===== src/huffman_tree_walk_decoder_macros.svh =====
// Assertion macros for the tree-walk Huffman decoder.
// Clocked on i_clk and disabled while i_rst_n is low; no other dependencies.
`ifndef HUFFMAN_TREE_WALK_DECODER_MACROS_SVH
`define HUFFMAN_TREE_WALK_DECODER_MACROS_SVH

// Consequent must hold in the same cycle as the antecedent.
`define HTWD_ASSERT_NOW(lbl, ante, cons, msg) \
    lbl: assert property (@(posedge i_clk) disable iff (!i_rst_n) (ante) |-> (cons)) \
        else $error(msg);

// Consequent must hold in the cycle after the antecedent.
`define HTWD_ASSERT_NEXT(lbl, ante, cons, msg) \
    lbl: assert property (@(posedge i_clk) disable iff (!i_rst_n) (ante) |=> (cons)) \
        else $error(msg);

`endif


===== src/htwd_pkg.sv =====
// Shared types and constants for the tree-walk Huffman decoder.
// No dependencies; imported by every module of the block.
package htwd_pkg;

    localparam int IDX_W     = 9;
    localparam int SYM_W     = 8;
    localparam int CNT_W     = 4;
    localparam int S_TDATA_W = 48;

    localparam logic            MODE_LOAD   = 1'b0;
    localparam logic            MODE_DECODE = 1'b1;
    localparam logic [CNT_W-1:0] BYTE_BITS  = 4'd8;

    typedef struct packed {
        logic             leaf;
        logic [SYM_W-1:0] sym;
        logic [IDX_W-1:0] lo;
        logic [IDX_W-1:0] hi;
    } t_node;

    typedef struct packed {
        logic             is_load;
        logic [IDX_W-1:0] idx;
        t_node            node;
        logic [SYM_W-1:0] data;
        logic [CNT_W-1:0] nbits;
    } t_cmd;

    typedef enum logic [1:0] {
        BK_IDLE,
        BK_WALK,
        BK_FLUSH
    } t_back_state;

endpackage


===== src/htwd_queue.sv =====
// Two-entry command queue between the front end and the tree walker.
// Depends on htwd_pkg.
module htwd_queue
    import htwd_pkg::*;
(
    input  logic i_clk,
    input  logic i_rst_n,
    input  logic i_push,
    output logic o_ready,
    input  t_cmd i_cmd,
    output logic o_valid,
    input  logic i_pop,
    output t_cmd o_cmd
);

    t_cmd       r_slot [2];
    logic       r_wp;
    logic       r_rp;
    logic [1:0] r_count;
    logic       w_wr;
    logic       w_rd;

    assign o_ready = (r_count != 2'd2);
    assign o_valid = (r_count != 2'd0);
    assign o_cmd   = r_slot[r_rp];
    assign w_wr    = i_push && o_ready;
    assign w_rd    = i_pop && o_valid;

    always_ff @(posedge i_clk) begin
        if (w_wr) begin
            r_slot[r_wp] <= i_cmd;
        end
    end

    always_ff @(posedge i_clk) begin
        if (!i_rst_n) begin
            r_wp    <= 1'b0;
            r_rp    <= 1'b0;
            r_count <= 2'd0;
        end else begin
            if (w_wr) begin
                r_wp <= ~r_wp;
            end
            if (w_rd) begin
                r_rp <= ~r_rp;
            end
            case ({w_wr, w_rd})
                2'b10:   r_count <= r_count + 2'd1;
                2'b01:   r_count <= r_count - 2'd1;
                default: r_count <= r_count;
            endcase
        end
    end

endmodule


===== config.mk =====
export PLATFORM = sky130hd
export DESIGN_NAME = htwd_queue
export DESIGN_NICKNAME = d
export VERILOG_FILES = /design/src/huffman_tree_walk_decoder_macros.svh /design/src/htwd_pkg.sv /design/src/htwd_queue.sv
export SDC_FILE = /design/constraint.sdc
export NUM_CORES = 1
export LEC_CHECK = 0
export BUFFER_PORTS_ARGS = -buffer_cell sky130_fd_sc_hd__buf_2
export CORE_MARGIN = 2
export CORE_UTILIZATION = 40
export CTS_CLUSTER_DIAMETER = 80
export DETAILED_ROUTE_END_ITERATION = 10
export GPL_TIMING_DRIVEN = 1
export PLACE_DENSITY = 0.74
export SKIP_CTS_REPAIR_TIMING = 1
export SLEW_MARGIN = 20
export SYNTH_ARGS = -nofsm -noshare
export SYNTH_HDL_FRONTEND = slang
export SYNTH_SLANG_ARGS = --single-unit
export TNS_END_PERCENT = 1

===== constraint.sdc =====
create_clock -name i_clk -period 6.15 [get_ports i_clk]
set_input_delay 1.23 -clock i_clk [delete_from_list [all_inputs] [get_ports i_clk]]
set_output_delay 1.23 -clock i_clk [all_outputs]
set_load 0.05 [all_outputs]

==> results.ini, run 1 <==
[critical_path]
path_max_fanout = 49
cp_cell_sequence = mux2_2, buf_2
path_class = flop to output pin
path_buf_inv = 1
endpoint_kind = output pin
critical_path_required_ps = 4920
path_delay_family = flip-flops
critPathMaxStageDelay_ps = 790
cp-start-kind = flop
crit_arrival_ps = 1780
slowest_stage = dfxtp_4

[finish]
syn2layout_area_growth_pct = 22.0
drive_gt1_share_pct = 58.6
layout_commonest_cell = buf_2
num_antenna_cells = 0
fin_nets = 339
layout_common_cells = buf_2 (103), edfxtp_1 (98), mux2_2 (49)
final_util_pct = 49.9

[floorplanning]
coreArea_mm2 = 0.00920
die_area_mm2 = 0.0102
rows = 35
die_h_um = 101
io_pins = 104
die_x_um = 101
start_util_pct = 40.9

[drt]
dr.pass1.iters = 4
drtAntennaViolNets = 0
via_per_inst = 4.74
totalWireLength_mm = 6.14
drtIter0Drc = 70
wl_per_cell_um = 15.3
drc = 0
vias = 1901

[power]
vdd_drop_max_mv = 0.397
powerDensity_mw_per_mm2 = 476
p_leak_nw = 1.69

[sta]
fin_crit_ps = 3010
fin_tns_setup_ps = 0
fin_skew_ps = 12.1
setup_viol = 0
slew_headroom_pct = 39.9
rsz0062_at_grt = no
hold_viol = 0
fmax_mhz = 332
tightest_slew_ps = 900
finalMaxSlewViolations = 0
period_share_pct = 49.0

[synth]
synth_cells = 176
synth_cell_types = 21
syn_avg_cell_area_um2 = 21.3
ys_seq_elements = 103
syn_nets = 230
synth_area_mm2 = 0.00376
seq_area_frac_synth_pct = 81.0
yosys_warnings = 0

[global_route]
first_global_vias = 1913
grt-ovfl-total = 0
antenna_found_initial = 0
grt_pass1_wl_mm = 9.22
grtUsageTotal_pct = 12.1
grt_max_degree = 50

[placed_design]
gp_congestion = 0.676
portBuffers = 103
post-dp-hpwl_mm = 3.73

[clock_network]
clkSinkCount = 103
cts_tree = yes
clock_latency_ps = 350
cts_max_level = 3
clockBufferDepth = 2
cts_root_buffer = clkbuf_8
clk_pin_slew_ps = 90
cts_buffers = 9

[status]
status = completed

[flow_run]
max-cap-violations = 0

[min_path]
hold_path.class = flop to flop

[state kept, by name, indices dropped and copies added (netlist names), named ones only]
signal	flops
r_slot	98
r_count	2
r_rp	1
r_wp	1
[report_power, final]
group          total [W]  leakage, nW  switching (W)  internal (W)
clock network   0.000408       0.0912       0.000219      0.000189
registers       0.000964        0.959      0.0000752      0.000889
logic           0.000809        0.635       0.000573      0.000236
[per-layer routing]
layer | track usage (%) | wire [um] | up-vias | part of all wire, %
met1 | 15.0 | 2740 | 930 | 45
met4 | 3.74 | 29 | 0 | 0.47
met3 | 4.65 | 365 | 4 | 5.9
met2 | 19.5 | 3000 | 63 | 49
met5 | 0 | 0 | - | 0
li1 | - | - | 904 | -
[synth_stat cells, drive strengths merged]
master | number | share of area, %
and3 | 1 | 0.17
mux2 | 49 | 15
nand2 | 1 | 0.10
nand3b | 1 | 0.20
nand2b | 1 | 0.17
a21boi | 2 | 0.40
xnor2 | 3 | 0.70
inv | 1 | 0.10
a21bo | 1 | 0.27
buf | 5 | 0.73
ha | 1 | 0.33
nor2b | 2 | 0.33
o21ai | 1 | 0.13
or2 | 1 | 0.17
o21a | 1 | 0.20
and2 | 1 | 0.17
dfxtp | 5 | 2.7
or3 | 1 | 0.17
edfxtp | 98 | 78
[worst min-delay path, stage by stage, from the launching register on]
cell and delay [ps]:
dfxtp_1 350, o21ai_0 80, a21boi_1 70
[logic make-up (layout without fill, tap and decap cells)]
| logic type | count (synthesis) | count (layout) | share of synthesized area, % |
|---|---|---|---|
| flops | 103 | 103 | 81.0 |
| mux | 49 | 49 | 14.7 |
| simple gates | 9 | 9 | 1.47 |
| buf+inv | 6 | 120 | 0.833 |
| compound gates | 5 | 5 | 0.999 |
| xor+xnor | 3 | 3 | 0.699 |
| fa+ha+maj | 1 | 1 | 0.333 |
[final cells by class]
cell class,count,area (um2)
inverter,1,5.00
clock inverter,5,58.8
multi-input combinational,67,688
clock buffer,11,131
timing repair buffer,103,515
fill,799,4610
tap,111,139
sequential,103,3050
[path summary, 6_finish.rpt]
| check | cells past startpoint | from | slack [ps] | endpoint |
|---|---|---|---|---|
| max reg2reg | 3 | r_count[0] | 4150 | r_slot[0][46] |
| min | 2 | r_count[1] | 540 | r_count[1] |
| max | 2 | flop | 3140 | o_cmd[30] |
| min reg2reg | 2 | r_count[1] | 540 | r_count[1] |
[stage by stage]
step	instance area, um2	cells	power, W	worst slack (ps)	hold slack (ps)
final	4580	401	0.00218	3140	538
after global routing	4580	401	0.00228	3010	565
after CTS	4580	401	0.00221	3070	533
after detailed placement	4390	385	0.00180	3410	517
after global placement	4390	385	0.00179	3080	493
after floorplan	3760	176	0.00162	3290	479
Power figures use the tool's default switching activity.
==> inputs of run 2 (changes only) <==
--- a/config.mk
+++ b/config.mk
@@ -11,7 +11,7 @@
 export CTS_CLUSTER_DIAMETER = 80
 export DETAILED_ROUTE_END_ITERATION = 10
 export GPL_TIMING_DRIVEN = 1
-export PLACE_DENSITY = 0.74
+export PLACE_DENSITY = 0.76
 export SKIP_CTS_REPAIR_TIMING = 1
 export SLEW_MARGIN = 20
 export SYNTH_ARGS = -nofsm -noshare
==> constraint.sdc (replaced) <==
create_clock -name i_clk -period 2.6 [get_ports i_clk]
set_input_delay 0.52 -clock i_clk [delete_from_list [all_inputs] [get_ports i_clk]]
set_output_delay 0.52 -clock i_clk [all_outputs]
set_load 0.05 [all_outputs]
==> run 2 against run 1 <==
Net effect: critical endpoint is now o_cmd[42]; worst setup slack lost 2600 ps; clock skew shrank 1.1 ps; sequential power up 120%; largest cell class unchanged; sequential share of layout area fell by 0.65 points; global-route usage up 0.71 points; via count grew 0.74%.
==> results.ini, run 2 (synthesis results as in run 1) <==
[status]
status = completed

[drt]
dr.pass1.iters = 4  ; unchanged
vias = 1915  ; +0.74%
totalWireLength_mm = 6.42  ; +4.5%
drc = 0  ; unchanged
drtIter0Drc = 48  ; -31%
wl_per_cell_um = 15.8  ; +3.5%
via_per_inst = 4.73  ; -0.26%
drtAntennaViolNets = 0  ; unchanged

[sta]
hold_ws_ps = 350  ; -188 ps
period_share_pct = 81.0
finalMaxSlewViolations = 0  ; unchanged
slew_headroom_pct = 60.8  ; +21 points
rsz0062_at_grt = no
fin_tns_setup_ps = 0  ; unchanged
fin_crit_ps = 2110
tightest_slew_ps = 588  ; -312 ps
fin_skew_ps = 10.9  ; -1.12 ps
fmax_mhz = 475
hold_viol = 0  ; unchanged
setup_viol = 0  ; unchanged

[power]
vdd_drop_max_mv = 0.583  ; +47%
p_leak_nw = 1.71  ; +1.7%
intPower_w = 0.00305  ; +130%
power_switching_w = 0.00207  ; +140%
p_seq_share_pct = 42.2  ; -2.0 points
switching_share_pct = 40.4  ; +0.63 points
p_comb_share_pct = 40.7  ; +3.6 points
p_clk_share_pct = 17.2  ; -1.5 points
powerDensity_mw_per_mm2 = 1110  ; +130%

[placed_design]
post-dp-hpwl_mm = 4.13  ; +11%
portBuffers = 103  ; unchanged
gp_congestion = 0.673  ; -0.50%

[finish]
reg_top3 = r_slot (98), r_count (2)
fin_nets = 343  ; +1.2%
layout_common_cells = buf_2 (103), edfxtp_1 (98), mux2_2 (49)
syn2layout_area_growth_pct = 23.1
largest_register_ffs = 98  ; unchanged
fillerInstances = 798  ; -0.13%
top_register = r_slot
num_antenna_cells = 0  ; unchanged
layout_commonest_cell = buf_2
drive_gt1_share_pct = 59.9  ; +1.2 points

[global_route]
grt_pass1_wl_mm = 9.66  ; +4.8%
grt-ovfl-total = 0  ; unchanged
grtUsageTotal_pct = 12.8  ; +0.71 points
antenna_found_initial = 0  ; unchanged
grt_max_degree = 50  ; unchanged
first_global_vias = 2001  ; +4.6%

[clock_network]
cts_max_level = 3  ; unchanged
clockBufferDepth = 2  ; unchanged
cts_root_buffer = clkbuf_8
cts_tree = yes
clkSinkCount = 103  ; unchanged
clock_latency_ps = 350  ; about the same
clk_pin_slew_ps = 100  ; about the same
cts_buffers = 9  ; unchanged

[critical_path]
critical_path_required_ps = 2080  ; -2840 ps
path_max_fanout = 49  ; unchanged
path_class = flop to output pin
cp-start-kind = flop
crit_arrival_ps = 1590  ; -190 ps
endpoint_kind = output pin
slowest_stage = mux2_2
cp_cell_sequence = buf_12, mux2_2, buf_2
critPathMaxStageDelay_ps = 390  ; -400 ps

[floorplanning]
rows = 35  ; unchanged
die_x_um = 101  ; unchanged
die_h_um = 101  ; unchanged
io_pins = 104  ; unchanged
start_util_pct = 40.9  ; unchanged
coreArea_mm2 = 0.00920  ; unchanged
die_area_mm2 = 0.0102  ; unchanged

[min_path]
hold_path.class = input port to flop

[flow_run]
max-cap-violations = 0  ; unchanged

run 2: final cells by class:
type / count / area, um2 / share of cell area [%]
clock inverter: 6 / 43.8 / 0.947
multi-input combinational: 67 / 684 / 14.8
sequential: 103 / 3040 / 65.8
inverter: 1 / 3.75 / 0.0811
tap: 111 / 139 / 3.00
timing repair buffer: 107 / 583 / 12.6
clock buffer: 10 / 128 / 2.76
run 2: power by group through the flow:
| stage | Combinational [W] | Sequential, W | Clock [W] |
|---|---|---|---|
| global placement | 0.00210 | 0.00219 | 0 |
| CTS | 0.00212 | 0.00217 | 0.000924 |
| floorplan | 0.00166 | 0.00218 | 0 |
| finish | 0.00208 | 0.00216 | 0.000880 |
| global route | 0.00219 | 0.00219 | 0.000992 |
| detailed placement | 0.00212 | 0.00220 | 0 |
run 2: worst max-delay path: cells and delay by family, from the launching register on:
family                 cells  cell delay [ps]
buffers and inverters      2              490
DFF                        1              350
muxes                      1              390
run 2: metrics by stage:
stage	setup slack, ps	cell area, um2	instances	utilization, %	power [W]
floorplan	164	3760	176	-	0.00384
global placement	800	4450	389	48.4	0.00428
detailed placement	771	4450	389	48.4	0.00432
CTS	456	4630	405	50.3	0.00521
global route	418	4630	405	50.3	0.00537
finish	493	4630	405	50.3	0.00513
run 2: worst paths after layout:
kind	start	end	slack, ps	cells past startpoint
setup / recovery	flop	o_cmd[42]	490	3
setup reg to reg	r_count[0]	r_slot[0][14]	810	4
hold / removal	i_cmd[46]	r_slot[0][46]	350	1
hold reg to reg	r_count[1]	r_count[1]	540	2
run 2: metal layers:
layer  vias up  GRT usage, %  part of all wire [%]
met3         6          4.85                   5.6
met4         0          4.37                  0.83
met2        60          21.5                    50
met1       932          15.0                    43
li1        917             -                     -
met5         -             0                     0
